==> src/sv/shelf_atlas_allocator_defines.svh <==
// ----------------------------------------------------------------------------
// shelf_atlas_allocator_defines.svh
// Assertion macros shared by the shelf atlas allocator RTL
// ----------------------------------------------------------------------------
`ifndef SHELF_ATLAS_ALLOCATOR_DEFINES_SVH
`define SHELF_ATLAS_ALLOCATOR_DEFINES_SVH

// same-cycle implication, checked on every rising edge outside reset
`define SAA_ASSERT_NOW(label, ante, cons, msg) \
  label: assert property (@(posedge clk) disable iff (rst) (ante) |-> (cons)) \
    else $error(msg);

// next-cycle implication, checked on every rising edge outside reset
`define SAA_ASSERT_NEXT(label, ante, cons, msg) \
  label: assert property (@(posedge clk) disable iff (rst) (ante) |=> (cons)) \
    else $error(msg);

`endif

==> src/sv/saa_pkg.sv <==
// ----------------------------------------------------------------------------
// saa_pkg
// Types, constants and helpers for the shelf atlas allocator
// ----------------------------------------------------------------------------
package saa_pkg;

  // number of atlas pages and the widths that follow from it
  localparam int MAX_PAGES = 8;
  localparam int PAGE_W    = (MAX_PAGES > 1) ? $clog2(MAX_PAGES) : 1;
  localparam int CNT_W     = $clog2(MAX_PAGES + 1);

  // fixed field widths
  localparam int SIDE_W  = 10;
  localparam int CELL_W  = 7;
  localparam int SIZE_W  = 17;
  localparam int POS_W   = 16;
  localparam int PIDX_W  = 3;

  // configuration port
  localparam int CFG_IDX_W  = 1;
  localparam int CFG_DATA_W = 7;
  localparam logic [CFG_IDX_W-1:0] REG_CACHE_COLUMNS = 1'b0;
  localparam logic [CFG_IDX_W-1:0] REG_CACHE_ROWS    = 1'b1;
  localparam logic [CELL_W-1:0]    CELLS_RESET       = 7'd16;
  localparam logic [CELL_W-1:0]    CELLS_MAX         = 7'd64;

  // command codes
  localparam logic CMD_ALLOC = 1'b0;
  localparam logic CMD_CLEAR = 1'b1;

  typedef struct packed {
    logic              cmd;
    logic [SIDE_W-1:0] rect_width;
    logic [SIDE_W-1:0] rect_height;
  } in_word_t;

  typedef struct packed {
    logic              ok;
    logic [PIDX_W-1:0] page_index;
    logic [POS_W-1:0]  pos_x;
    logic [POS_W-1:0]  pos_y;
    logic              new_page;
    logic [SIZE_W-1:0] page_width;
    logic [SIZE_W-1:0] page_height;
  } out_word_t;

  // cell count clamped to the usable range
  function automatic logic [CELL_W-1:0] cells(input logic [CELL_W-1:0] r);
    logic [CELL_W-1:0] c;
    c = r;
    if (r == '0) c = CELL_W'(1);
    else if (r > CELLS_MAX) c = CELLS_MAX;
    return c;
  endfunction

endpackage

==> src/sv/shelf_atlas_allocator.sv <==
// ----------------------------------------------------------------------------
// shelf_atlas_allocator
// Shelf packing of glyph rectangles into atlas pages, first-fit over pages,
// with the page size fixed lazily by the first allocation after a clear
//
//   channel  dir  handshake           payload
//   in       in   in_valid/in_stall   in_word   (cmd, rect_width, rect_height)
//   out      out  out_valid/out_stall out_word  (ok, page_index, pos, size)
//   cfg      in   cfg_write           cfg_index, cfg_data
//
// A clear goes straight to the output; an allocation checks its size once the
// page size is known, tries the current shelf and then a new shelf on each open
// page in turn, and opens a page if none fits, the first one sizing the atlas
// (a multiply and a doubling search per side). Input stalls until the word is
// done and the output register is free. Synchronous reset; tables need no clearing.
// ----------------------------------------------------------------------------
`include "shelf_atlas_allocator_defines.svh"

module shelf_atlas_allocator (
  input  logic                                clk,
  input  logic                                rst,
  input  logic                                in_valid,
  output logic                                in_stall,
  input  saa_pkg::in_word_t                   in_word,
  output logic                                out_valid,
  input  logic                                out_stall,
  output saa_pkg::out_word_t                  out_word,
  input  logic                                cfg_write,
  input  logic [saa_pkg::CFG_IDX_W-1:0]       cfg_index,
  input  logic [saa_pkg::CFG_DATA_W-1:0]      cfg_data
);

  typedef enum logic [3:0] {
    S_IDLE, S_OVR_W, S_OVR_H, S_PG_LOAD, S_FIT_X, S_FIT_Y, S_NEW_Y, S_NEW_H,
    S_NEW_PAGE, S_SZ_MUL, S_SZ_POW, S_OPEN, S_FINISH
  } state_t;

  state_t state;

  // configuration
  logic [saa_pkg::CELL_W-1:0] cache_columns;
  logic [saa_pkg::CELL_W-1:0] cache_rows;

  // atlas state
  logic [saa_pkg::CNT_W-1:0]  pages_used;
  logic                       size_known;
  logic [saa_pkg::SIZE_W-1:0] atlas_width;
  logic [saa_pkg::SIZE_W-1:0] atlas_height;

  // per-page shelf tables
  logic [saa_pkg::SIZE_W-1:0] shelf_cursor_x [saa_pkg::MAX_PAGES];
  logic [saa_pkg::SIZE_W-1:0] shelf_top_y    [saa_pkg::MAX_PAGES];
  logic [saa_pkg::SIDE_W-1:0] shelf_tallest  [saa_pkg::MAX_PAGES];

  // working registers
  logic [saa_pkg::SIDE_W-1:0] rw;
  logic [saa_pkg::SIDE_W-1:0] rh;
  logic [saa_pkg::CNT_W-1:0]  page;
  logic [saa_pkg::SIZE_W-1:0] cx;
  logic [saa_pkg::SIZE_W-1:0] cy;
  logic [saa_pkg::SIDE_W-1:0] mh;
  logic [saa_pkg::SIZE_W-1:0] acc;
  logic                       fit_x;
  logic [saa_pkg::SIZE_W-1:0] prod;
  logic [saa_pkg::SIZE_W-1:0] pw;
  logic                       sz_row;

  // result registers
  logic                       res_ok;
  logic [saa_pkg::PIDX_W-1:0] res_page;
  logic [saa_pkg::POS_W-1:0]  res_x;
  logic [saa_pkg::POS_W-1:0]  res_y;
  logic                       res_new;

  // shared add/compare unit
  logic [saa_pkg::SIZE_W-1:0] unit_a;
  logic [saa_pkg::SIZE_W-1:0] unit_b;
  logic [saa_pkg::SIZE_W-1:0] unit_lim;
  logic [saa_pkg::SIZE_W:0]   unit_sum;
  logic                       unit_le;

  // table write port
  logic                       shelf_we;
  logic [saa_pkg::PAGE_W-1:0] shelf_wa;
  logic [saa_pkg::SIZE_W-1:0] shelf_wx;
  logic [saa_pkg::SIZE_W-1:0] shelf_wy;
  logic [saa_pkg::SIDE_W-1:0] shelf_wt;

  // sizing multiplier and input clean-up
  logic [saa_pkg::SIDE_W-1:0] side;
  logic [saa_pkg::CELL_W-1:0] mul_cells;
  logic [saa_pkg::SIZE_W-1:0] prod_next;
  logic [saa_pkg::SIDE_W-1:0] in_rw;
  logic [saa_pkg::SIDE_W-1:0] in_rh;
  logic [saa_pkg::PAGE_W-1:0] page_idx;
  logic                       in_take;
  logic                       out_free;

  assign in_stall = (state != S_IDLE);
  assign in_take  = in_valid && !in_stall;
  assign out_free = !out_valid || !out_stall;
  assign page_idx = page[saa_pkg::PAGE_W-1:0];

  // zero-sized sides count as one texel
  assign in_rw = (in_word.rect_width  == '0) ? saa_pkg::SIDE_W'(1) : in_word.rect_width;
  assign in_rh = (in_word.rect_height == '0) ? saa_pkg::SIDE_W'(1) : in_word.rect_height;

  // cells times the larger side, one side of the page per pass
  assign side      = (rw > rh) ? rw : rh;
  assign mul_cells = sz_row ? saa_pkg::cells(cache_rows) : saa_pkg::cells(cache_columns);
  assign prod_next = saa_pkg::SIZE_W'({{(saa_pkg::SIZE_W-saa_pkg::CELL_W){1'b0}}, mul_cells}
                   * {{(saa_pkg::SIZE_W-saa_pkg::SIDE_W){1'b0}}, side});

  // operand selection for the shared unit
  always_comb begin
    unit_a   = '0;
    unit_b   = '0;
    unit_lim = '0;
    unique case (state)
      S_OVR_W: begin
        unit_a   = saa_pkg::SIZE_W'(rw);
        unit_lim = atlas_width;
      end
      S_OVR_H: begin
        unit_a   = saa_pkg::SIZE_W'(rh);
        unit_lim = atlas_height;
      end
      S_FIT_X: begin
        unit_a   = cx;
        unit_b   = saa_pkg::SIZE_W'(rw);
        unit_lim = atlas_width;
      end
      S_FIT_Y: begin
        unit_a   = cy;
        unit_b   = saa_pkg::SIZE_W'(rh);
        unit_lim = atlas_height;
      end
      S_NEW_Y: begin
        unit_a   = cy;
        unit_b   = saa_pkg::SIZE_W'(mh);
      end
      S_NEW_H: begin
        unit_a   = acc;
        unit_b   = saa_pkg::SIZE_W'(rh);
        unit_lim = atlas_height;
      end
      S_SZ_POW: begin
        unit_a   = prod;
        unit_lim = pw;
      end
      default: begin
        unit_a   = '0;
      end
    endcase
  end

  assign unit_sum = {1'b0, unit_a} + {1'b0, unit_b};
  assign unit_le  = (unit_sum <= {1'b0, unit_lim});

  // table updates: same shelf, new shelf, or a freshly opened page
  always_comb begin
    shelf_we = 1'b0;
    shelf_wa = page_idx;
    shelf_wx = acc;
    shelf_wy = cy;
    shelf_wt = (rh > mh) ? rh : mh;
    priority if (state == S_FIT_Y && fit_x && unit_le) begin
      shelf_we = 1'b1;
    end else if (state == S_NEW_H && unit_le) begin
      shelf_we = 1'b1;
      shelf_wx = saa_pkg::SIZE_W'(rw);
      shelf_wy = acc;
      shelf_wt = rh;
    end else if (state == S_OPEN) begin
      shelf_we = 1'b1;
      shelf_wa = pages_used[saa_pkg::PAGE_W-1:0];
      shelf_wx = saa_pkg::SIZE_W'(rw);
      shelf_wy = '0;
      shelf_wt = rh;
    end else begin
      shelf_we = 1'b0;
    end
  end

  // page tables
  always_ff @(posedge clk) begin
    if (shelf_we) begin
      shelf_cursor_x[shelf_wa] <= shelf_wx;
      shelf_top_y[shelf_wa]    <= shelf_wy;
      shelf_tallest[shelf_wa]  <= shelf_wt;
    end
    if (state == S_PG_LOAD) begin
      cx <= shelf_cursor_x[page_idx];
      cy <= shelf_top_y[page_idx];
      mh <= shelf_tallest[page_idx];
    end
  end

  // configuration registers
  always_ff @(posedge clk) begin
    if (rst) begin
      cache_columns <= saa_pkg::CELLS_RESET;
      cache_rows    <= saa_pkg::CELLS_RESET;
    end else if (cfg_write) begin
      unique case (cfg_index)
        saa_pkg::REG_CACHE_COLUMNS: cache_columns <= cfg_data;
        saa_pkg::REG_CACHE_ROWS:    cache_rows    <= cfg_data;
        default:                    cache_rows    <= cache_rows;
      endcase
    end
  end

  // sequencer, atlas state and output register
  always_ff @(posedge clk) begin
    if (rst) begin
      state        <= S_IDLE;
      out_valid    <= 1'b0;
      pages_used   <= '0;
      size_known   <= 1'b0;
      atlas_width  <= '0;
      atlas_height <= '0;
    end else begin
      // output word leaves; a word finishing this cycle takes its place
      if (out_valid && !out_stall && state != S_FINISH) out_valid <= 1'b0;

      unique case (state)
        S_IDLE: begin
          if (in_take) begin
            rw       <= in_rw;
            rh       <= in_rh;
            page     <= '0;
            sz_row   <= 1'b0;
            res_ok   <= 1'b1;
            res_page <= '0;
            res_x    <= '0;
            res_y    <= '0;
            res_new  <= 1'b0;
            if (in_word.cmd == saa_pkg::CMD_CLEAR) begin
              pages_used   <= '0;
              size_known   <= 1'b0;
              atlas_width  <= '0;
              atlas_height <= '0;
              state        <= S_FINISH;
            end else if (size_known) begin
              state <= S_OVR_W;
            end else begin
              state <= S_PG_LOAD;
            end
          end
        end

        // oversize check against the known page size
        S_OVR_W: begin
          if (unit_le) begin
            state <= S_OVR_H;
          end else begin
            res_ok <= 1'b0;
            state  <= S_FINISH;
          end
        end
        S_OVR_H: begin
          if (unit_le) begin
            state <= S_PG_LOAD;
          end else begin
            res_ok <= 1'b0;
            state  <= S_FINISH;
          end
        end

        // first-fit walk over open pages
        S_PG_LOAD: begin
          if (page == pages_used) state <= S_NEW_PAGE;
          else                    state <= S_FIT_X;
        end
        S_FIT_X: begin
          fit_x <= unit_le;
          acc   <= unit_sum[saa_pkg::SIZE_W-1:0];
          state <= S_FIT_Y;
        end
        S_FIT_Y: begin
          if (fit_x && unit_le) begin
            res_page <= page[saa_pkg::PIDX_W-1:0];
            res_x    <= cx[saa_pkg::POS_W-1:0];
            res_y    <= cy[saa_pkg::POS_W-1:0];
            state    <= S_FINISH;
          end else begin
            state <= S_NEW_Y;
          end
        end
        S_NEW_Y: begin
          acc   <= unit_sum[saa_pkg::SIZE_W-1:0];
          state <= S_NEW_H;
        end
        S_NEW_H: begin
          if (unit_le) begin
            res_page <= page[saa_pkg::PIDX_W-1:0];
            res_y    <= acc[saa_pkg::POS_W-1:0];
            state    <= S_FINISH;
          end else begin
            page  <= page + saa_pkg::CNT_W'(1);
            state <= S_PG_LOAD;
          end
        end

        // no page took it: open another if allowed
        S_NEW_PAGE: begin
          if (pages_used == saa_pkg::CNT_W'(saa_pkg::MAX_PAGES)) begin
            res_ok <= 1'b0;
            state  <= S_FINISH;
          end else if (!size_known) begin
            state <= S_SZ_MUL;
          end else begin
            state <= S_OPEN;
          end
        end

        // page size: next power of two of cells times side
        S_SZ_MUL: begin
          prod  <= prod_next;
          pw    <= saa_pkg::SIZE_W'(1);
          state <= S_SZ_POW;
        end
        S_SZ_POW: begin
          if (unit_le) begin
            if (!sz_row) begin
              atlas_width <= pw;
              sz_row      <= 1'b1;
              state       <= S_SZ_MUL;
            end else begin
              atlas_height <= pw;
              size_known   <= 1'b1;
              state        <= S_OPEN;
            end
          end else begin
            pw <= {pw[saa_pkg::SIZE_W-2:0], 1'b0};
          end
        end

        S_OPEN: begin
          res_page   <= pages_used[saa_pkg::PIDX_W-1:0];
          res_new    <= 1'b1;
          pages_used <= pages_used + saa_pkg::CNT_W'(1);
          state      <= S_FINISH;
        end

        // hand the word to the output register once it is free
        S_FINISH: begin
          if (out_free) begin
            out_valid            <= 1'b1;
            out_word.ok          <= res_ok;
            out_word.page_index  <= res_ok ? res_page : '0;
            out_word.pos_x       <= res_ok ? res_x : '0;
            out_word.pos_y       <= res_ok ? res_y : '0;
            out_word.new_page    <= res_ok & res_new;
            out_word.page_width  <= atlas_width;
            out_word.page_height <= atlas_height;
            state                <= S_IDLE;
          end
        end

        default: state <= S_IDLE;
      endcase
    end
  end

  // checks
  `SAA_ASSERT_NOW(a_pages_bound, 1'b1, pages_used <= saa_pkg::CNT_W'(saa_pkg::MAX_PAGES), "page count beyond limit")
  `SAA_ASSERT_NOW(a_unsized_empty, !size_known, pages_used == '0 && atlas_height == '0, "pages open without a page size")
  `SAA_ASSERT_NOW(a_new_page_sized, out_valid && out_word.new_page, out_word.page_width != '0 && out_word.page_height != '0, "new page reported with no size")
  `SAA_ASSERT_NEXT(a_clear_empties, in_take && in_word.cmd == saa_pkg::CMD_CLEAR, pages_used == '0 && !size_known, "clear left pages open")
  `SAA_ASSERT_NOW(a_fail_zero, out_valid && !out_word.ok, out_word.pos_x == '0 && out_word.pos_y == '0 && !out_word.new_page, "failure word carries a placement")

endmodule

==> config.mk <==
export PLATFORM = sky130hd
export DESIGN_NAME = shelf_atlas_allocator
export DESIGN_NICKNAME = d
export VERILOG_FILES = /design/src/sv/saa_pkg.sv /design/src/sv/shelf_atlas_allocator.sv
export VERILOG_INCLUDE_DIRS = /design/src /design/src/sv
export SDC_FILE = /design/constraint.sdc
export NUM_CORES = 1
export LEC_CHECK = 0
export ABC_AREA = 0
export BUFFER_PORTS_ARGS = -buffer_cell sky130_fd_sc_hd__buf_2
export CORE_MARGIN = 2
export CORE_UTILIZATION = 60
export CTS_BUF_LIST = sky130_fd_sc_hd__clkbuf_16
export CTS_CLUSTER_DIAMETER = 150
export CTS_CLUSTER_SIZE = 20
export DETAILED_ROUTE_END_ITERATION = 12
export GPL_TIMING_DRIVEN = 0
export HOLD_SLACK_MARGIN = 0.03
export PLACE_DENSITY_LB_ADDON = 0.08
export RECOVER_POWER = 50
export SLEW_MARGIN = 20
export SYNTH_ARGS = -nofsm -noshare
export SYNTH_HDL_FRONTEND = slang
export SYNTH_SLANG_ARGS = --single-unit
==> constraint.sdc <==
create_clock -name clk -period 27.8 [get_ports clk]
set_clock_uncertainty 0.15 [all_clocks]
set_input_delay 0 -clock clk [delete_from_list [all_inputs] [get_ports clk]]
set_output_delay 0 -clock clk [all_outputs]
set_load 0.01 [all_outputs]
==> impl_metrics.env, run 1 <==
export IMPL_status="completed"
export IMPL_cts_root_buffer="clkbuf_16"
export IMPL_synth_seq_area_share=0.634
export IMPL_total_leakage_power_uw=0.0113
export IMPL_clk_pin_slew_ns=0.09
export IMPL_synth_edf_count=581
export IMPL_rsz0062_at_grt="no"
export IMPL_worst_setup_path_start_kind="flip-flop"
export IMPL_reg2reg_from="state[1]"
export IMPL_synth_compound_area_frac=0.0568
export IMPL_maxSlewHeadroom=0.0557
export IMPL_finalPower_uw=2320
export IMPL_firstDrtPassIters=6
export IMPL_max_freq_ghz=0.102
export IMPL_gp_congestion=0.918
export IMPL_routedWlPerCell_um=25.7
export IMPL_fillers=3507
export IMPL_cts_tree="done"
export IMPL_powerDensity_nw_per_um2=71.0
export IMPL_synth_ff_type="edfxtp_1"
export IMPL_reg2reg_depth=29
export IMPL_slowest_delay_ns=1.06
export IMPL_antenna_found_initial=4
export IMPL_synthAdderAreaFrac=0.0638
export IMPL_core_area_um2=48600
export IMPL_slew_violations=0
export IMPL_vdd_ir_drop_worst_mv=0.0551
export IMPL_avgSynthCellArea_um2=14.7
export IMPL_ys_seq_elements=639
export IMPL_min_delay_start="cfg_data[0]"
export IMPL_clk_latency_ns=0.60
export IMPL_grt_max_degree=24
export IMPL_gr_total_overflow=0
export IMPL_cpMaxStageDelayCell="o21ai_0"
export IMPL_drc=0
export IMPL_syn2layout_area_growth_pct=11.2
export IMPL_synth_xor_area_frac=0.0107
export IMPL_syn_nets=2157
export IMPL_ys_warn_count=0
export IMPL_worst_r2r_endpoint="shelf_tallest[5][1]"
export IMPL_min_delay_worst_endpoint="cache_columns[0]"
export IMPL_grt_usage=0.297
export IMPL_crit_path_frequent_cell="clkbuf_1"
export IMPL_syn_instance_count=1998
export IMPL_first_global_vias=17700
export IMPL_vias_per_cell=6.29
export IMPL_ys_types=79
export IMPL_reg2reg_slack_ns=17.95
export IMPL_setup_viol=0
export IMPL_fin_util=0.671
export IMPL_worst_setup_path_end_kind="flip-flop"
export IMPL_tightestPinTransition_ns=1.41
export IMPL_rows=81
export IMPL_drtIter0Drc=2133
export IMPL_min_delay_path_depth=4
export IMPL_synthArstFlopShare=0
export IMPL_hpwl_um=53700
export IMPL_final_setup_tns_ns=0
export IMPL_fin_crit_ns=9.85
export IMPL_finalCritPeriodShare=0.354
export IMPL_drive_above_1_share=0.110
export IMPL_die_area_um2=50700
export IMPL_clock_path_buffers=3
export IMPL_drv_cap=0
export IMPL_clkSinkCount=639
export IMPL_cts_buffers=37
export IMPL_via_count=18000
export IMPL_die_y_um=225
export IMPL_syn_cell_area_um2=29400
export IMPL_synth_top_family_by_area="multiplexers"
export IMPL_boundaryPins=107
export IMPL_ant_nets=0
export IMPL_grt_pass1_wl_um=111000
export IMPL_cts_setup_buffers=0
export IMPL_die_x_um=225
export IMPL_initial_core_util=0.604
export IMPL_synthMuxAreaShare=0.121
export IMPL_totalWireLength_um=73700
export IMPL_cts_resized=0
export IMPL_hold_buffers=48
export IMPL_cts_max_level=2
export IMPL_cp_arrival_ns=10.01
export IMPL_hold_viol=0
export IMPL_crit_path_max_fanout=11
export IMPL_port_buffers=103
export IMPL_hold_path_class="input port to flip-flop"
export IMPL_yosys_area_share_simple=0.0854
export IMPL_crit_required_ns=27.96
export IMPL_final_nets=2384
export IMPL_worst_setup_path_type="flip-flop to flip-flop"
cells in the mapped netlist, types with 20 or more instances:
cell type	instances	area, um2
nor2_1	82	308
o21ai_0	44	220
nand3_1	44	220
mux4_2	88	1980
xnor2_1	20	175
a211oi_1	21	158
dfxtp_1	58	1160
clkbuf_1	84	315
edfxtp_1	581	17400
nand2_1	188	706
mux2i_1	83	831
and2_1	86	538
fa_1	40	801
a21oi_1	55	275
nor3_1	22	110
inv_1	92	345
mux2_2	64	721
ha_1	85	1060
per-layer routing:
layer | track usage | share of wire | vias to the layer above | wire length [um]
li1 | - | - | 7930 | -
met1 | 0.441 | 0.43 | 9173 | 31600
met2 | 0.461 | 0.46 | 765 | 34200
met3 | 0.0433 | 0.076 | 125 | 5630
met4 | 0.0912 | 0.030 | 0 | 2190
met5 | 0 | 0 | - | 0
cell usage in the layout, fill, tap and decap left out, types with 6 or more instances in the layout:
cell	synthesis	final
a211oi_1	21	21
a21o_1	9	9
a21oi_1	55	52
a221oi_1	17	17
a22o_1	16	16
a22oi_1	12	12
a31oi_1	8	8
and2_0	1	65
and2_1	86	21
and3_1	6	6
buf_16	0	16
buf_2	9	18
clkbuf_1	84	211
clkbuf_16	0	37
dfxtp_1	58	58
dlygate4sd3_1	0	48
edfxtp_1	581	581
fa_1	40	40
ha_1	85	85
inv_1	92	105
mux2_1	0	18
mux2_2	64	46
mux2i_1	83	83
mux4_2	88	88
nand2_1	188	188
nand2b_1	19	19
nand3_1	44	45
nand3b_1	6	6
nand4_1	8	8
nor2_1	82	81
nor2b_1	19	17
nor3_1	22	21
nor4_1	8	8
o21a_1	7	7
o21ai_0	44	41
or2_2	8	8
xnor2_1	20	20
xor2_1	16	16
cell type report:
cell class / instances / area (um2) / share of cell area
multi-input combinational: 1150 / 9970 / 0.305
antenna: 1 / 2.50 / 0.0000766
sequential: 639 / 18600 / 0.570
tap: 622 / 778 / 0.0238
clock inverter: 15 / 111 / 0.00341
clock buffer: 37 / 926 / 0.0283
buffer: 114 / 453 / 0.0139
timing repair buffer: 188 / 1450 / 0.0444
inverter: 95 / 358 / 0.0110
critical path, delay by kind of cell, from the launching register on:
family                     cells  cell delay, ns
DFF                            1            0.32
AOI/OAI and AO/OA             13            4.39
buffers and inverters          8            2.90
xor gates and xnor gates       1            0.23
and+or+nand+nor                4            0.56
adders and majority gates      3            0.96
logic make-up after synthesis:
family	after synthesis
flops	639
simple gates	511
compound gates	241
mux	236
buf+inv	209
fa+ha+maj	126
xor+xnor	36
state kept, by name, summed over array words and instances (netlist names), 71 cells and up:
signal	count
shelf_top_y	136
shelf_tallest	80
shelf_cursor_x	136
out_word	71
worst max path at each step:
stage / startpoint / end / slack [ns] / cells past startpoint
final: state[1] / shelf_tallest[5][1] / 17.95 / 29
after global routing: state[1] / shelf_tallest[5][6] / 17.20 / 29
after CTS: state[1] / shelf_tallest[5][3] / 19.21 / 29
after detailed placement: state[1] / shelf_tallest[5][1] / 19.26 / 30
after global placement: state[1] / shelf_tallest[5][1] / 13.72 / 28
after floorplan: state[1] / shelf_cursor_x[3][0] / 18.45 / 27
metrics by stage:
step                      cells  worst slack [ns]  hold WS (ns)  area (um2)
final                      2861             17.95        0.0572       32700
after global routing       2860             17.20        0.0676       32700
after CTS                  2860             19.21        0.0305       32900
after detailed placement   2760             19.26         0.112       31400
after global placement     2723             13.72         0.110       30700
after floorplan            1998             18.45      -0.00606       29400
report_power, final:
part | internal (uW) | total [uW] | switching (uW) | leakage [uW]
combinational | 228 | 621 | 393 | 0.00504
clock | 245 | 548 | 303 | 0.000548
sequential | 1120 | 1150 | 31.7 | 0.00574
total | 1590 | 2320 | 727 | 0.0113
(Power assumes the default switching activity.)
==> run 2, diff against run 1 <==
--- a/config.mk
+++ b/config.mk
@@ -9,7 +9,7 @@
 export ABC_AREA = 0
 export BUFFER_PORTS_ARGS = -buffer_cell sky130_fd_sc_hd__buf_2
 export CORE_MARGIN = 2
-export CORE_UTILIZATION = 60
+export CORE_UTILIZATION = 56
 export CTS_BUF_LIST = sky130_fd_sc_hd__clkbuf_16
 export CTS_CLUSTER_DIAMETER = 150
 export CTS_CLUSTER_SIZE = 20
==> constraint.sdc (replaced) <==
create_clock -name clk -period 8.1 [get_ports clk]
set_clock_uncertainty 0.15 [all_clocks]
set_input_delay 0 -clock clk [delete_from_list [all_inputs] [get_ports clk]]
set_output_delay 0 -clock clk [all_outputs]
set_load 0.01 [all_outputs]
==> impl_metrics.env, run 2 (synthesis results as in run 1) <==
export IMPL_rows=83
export IMPL_p_clk_frac=0.232
export IMPL_antenna_cells=0
export IMPL_clk_latency_ns=0.59
export IMPL_status="completed"
export IMPL_maxSlewHeadroom=0.131
export IMPL_die_y_um=233
export IMPL_syn2layout_area_growth_pct=11.9
export IMPL_cpMaxStageDelayCell="o32ai_2"
export IMPL_first_global_vias=17500
export IMPL_fillers=3858
export IMPL_total_leakage_power_uw=0.0115
export IMPL_final_cells=2917
export IMPL_final_setup_tns_ns=0
export IMPL_cts_root_buffer="clkbuf_16"
export IMPL_tightestPinTransition_ns=1.29
export IMPL_routedWlPerCell_um=25.2
export IMPL_cp_arrival_ns=7.86
export IMPL_worst_setup_path_type="flip-flop to flip-flop"
export IMPL_grt_max_degree=29
export IMPL_vias_per_cell=6.07
export IMPL_slew_violations=0
export IMPL_die_x_um=233
export IMPL_crit_path_frequent_cell="o21ai_0"
export IMPL_fin_util=0.637
export IMPL_setup_viol=0
export IMPL_clock_path_buffers=3
export IMPL_core_area_um2=51600
export IMPL_clk_pin_slew_ns=0.09
export IMPL_cts_tree="done"
export IMPL_largestRegisters="shelf_cursor_x x136, shelf_top_y x136, shelf_tallest x80"
export IMPL_drive_above_1_share=0.142
export IMPL_grt_pass1_wl_um=111000
export IMPL_ant_nets=0
export IMPL_worst_setup_path_end_kind="flip-flop"
export IMPL_p_int_uw=5500
export IMPL_slowest_delay_ns=0.51
export IMPL_power_switching_uw=2480
export IMPL_hpwl_um=53700
export IMPL_boundaryPins=107
export IMPL_crit_path_max_fanout=28
export IMPL_hold_path_class="input port to flip-flop"
export IMPL_cts_max_level=2
export IMPL_drtIter0Drc=1884
export IMPL_gr_total_overflow=0
export IMPL_finalCritPeriodShare=0.957
export IMPL_initial_core_util=0.569
export IMPL_fin_crit_ns=7.75
export IMPL_layout_common_cells="edfxtp_1 (581), nand2_1 (188), clkbuf_1 (170)"
export IMPL_dp_cells=2813
export IMPL_seqPwrFrac=0.495
export IMPL_crit_required_ns=8.21
export IMPL_switching_share=0.310
export IMPL_final_nets=2383
export IMPL_die_area_um2=54300
export IMPL_via_count=17700
export IMPL_totalWireLength_um=73400
export IMPL_clkSinkCount=639
export IMPL_cts_buffers=37
export IMPL_drc=0
export IMPL_vdd_ir_drop_worst_mv=0.158
export IMPL_firstDrtPassIters=8
export IMPL_worst_setup_path_start_kind="flip-flop"
export IMPL_p_comb_frac=0.273
export IMPL_gp_congestion=0.904
export IMPL_port_buffers=103
export IMPL_grt_usage=0.278
export IMPL_hold_viol=0
export IMPL_max_freq_ghz=0.129
export IMPL_layout_commonest_cell="edfxtp_1"
export IMPL_drv_cap=0
export IMPL_antenna_found_initial=5
export IMPL_powerDensity_nw_per_um2=243
-- run 2: changes by cell type in the layout (fill, tap and decap cells not counted), sizes merged --
cell,delta
buf,+42
clkbuf,-35
dlygate4sd3,-7
clkinvlp,-1
diode,-1
-- run 2: what timing repair did --
action                                 CTS  global route
gates resized for setup                  3            17
hold buffers                            41             0
pin swaps                                0             2
setup endpoints to repair              510           563
buffers inserted                         5             6
endpoints found under the hold margin   53             0
-- run 2: cell type report --
cell class / instances / area [um2] / area share
timing repair buffer: 187 / 1510 / 0.0459
buffer: 114 / 488 / 0.0148
clock inverter: 14 / 65.1 / 0.00198
multi-input combinational: 1150 / 10000 / 0.305
sequential: 639 / 18600 / 0.566
inverter: 95 / 358 / 0.0109
tap: 680 / 851 / 0.0259
clock buffer: 38 / 951 / 0.0289
-- run 2: routing by layer --
metal | share of wire | GRT usage
met5 | 0.00037 | 0
met4 | 0.025 | 0.0691
met3 | 0.072 | 0.0396
met2 | 0.47 | 0.449
met1 | 0.43 | 0.403
-- run 2: power by group through the flow --
stage | registers [uW] | logic [uW] | clock network, uW
after floorplan | 3960 | 1490 | 0
after global placement | 4020 | 2060 | 0
after detailed placement | 4010 | 2120 | 0
after CTS | 3940 | 2150 | 1890
after global routing | 3950 | 2400 | 1990
final | 3940 | 2180 | 1850
-- run 2: worst paths after layout --
kind	startpoint	to	slack, ns	cells after the start
max	state[1]	shelf_tallest[7][7]	0.35	28
min	cfg_data[0]	cache_columns[0]	0.06	4
max reg2reg	state[1]	shelf_tallest[7][7]	0.35	28
min reg2reg	atlas_height[5]	out_word[5]	0.32	0
-- run 2: worst max-delay path, delay by kind of cell (launching register included) --
kind | cells | cell delay (ns)
compound gates | 12 | 3.02
xor+xnor | 1 | 0.25
fa+ha+maj | 3 | 1.00
buf+inv | 7 | 1.64
flops | 1 | 0.32
simple gates | 5 | 0.98
-- run 2: through the flow --
| stage | hold WS [ns] | instance area [um2] | setup slack (ns) | total power [uW] |
|---|---|---|---|---|
| final | 0.0636 | 32900 | 0.347 | 7970 |
| after global placement | 0.109 | 30700 | -3.96 | 6080 |
| after CTS | 0.0359 | 32900 | 0.0718 | 7980 |
| after detailed placement | 0.120 | 31400 | -0.580 | 6130 |
| after floorplan | -0.00606 | 29400 | -0.106 | 5450 |
| after global routing | 0.0753 | 32900 | -0.00194 | 8350 |
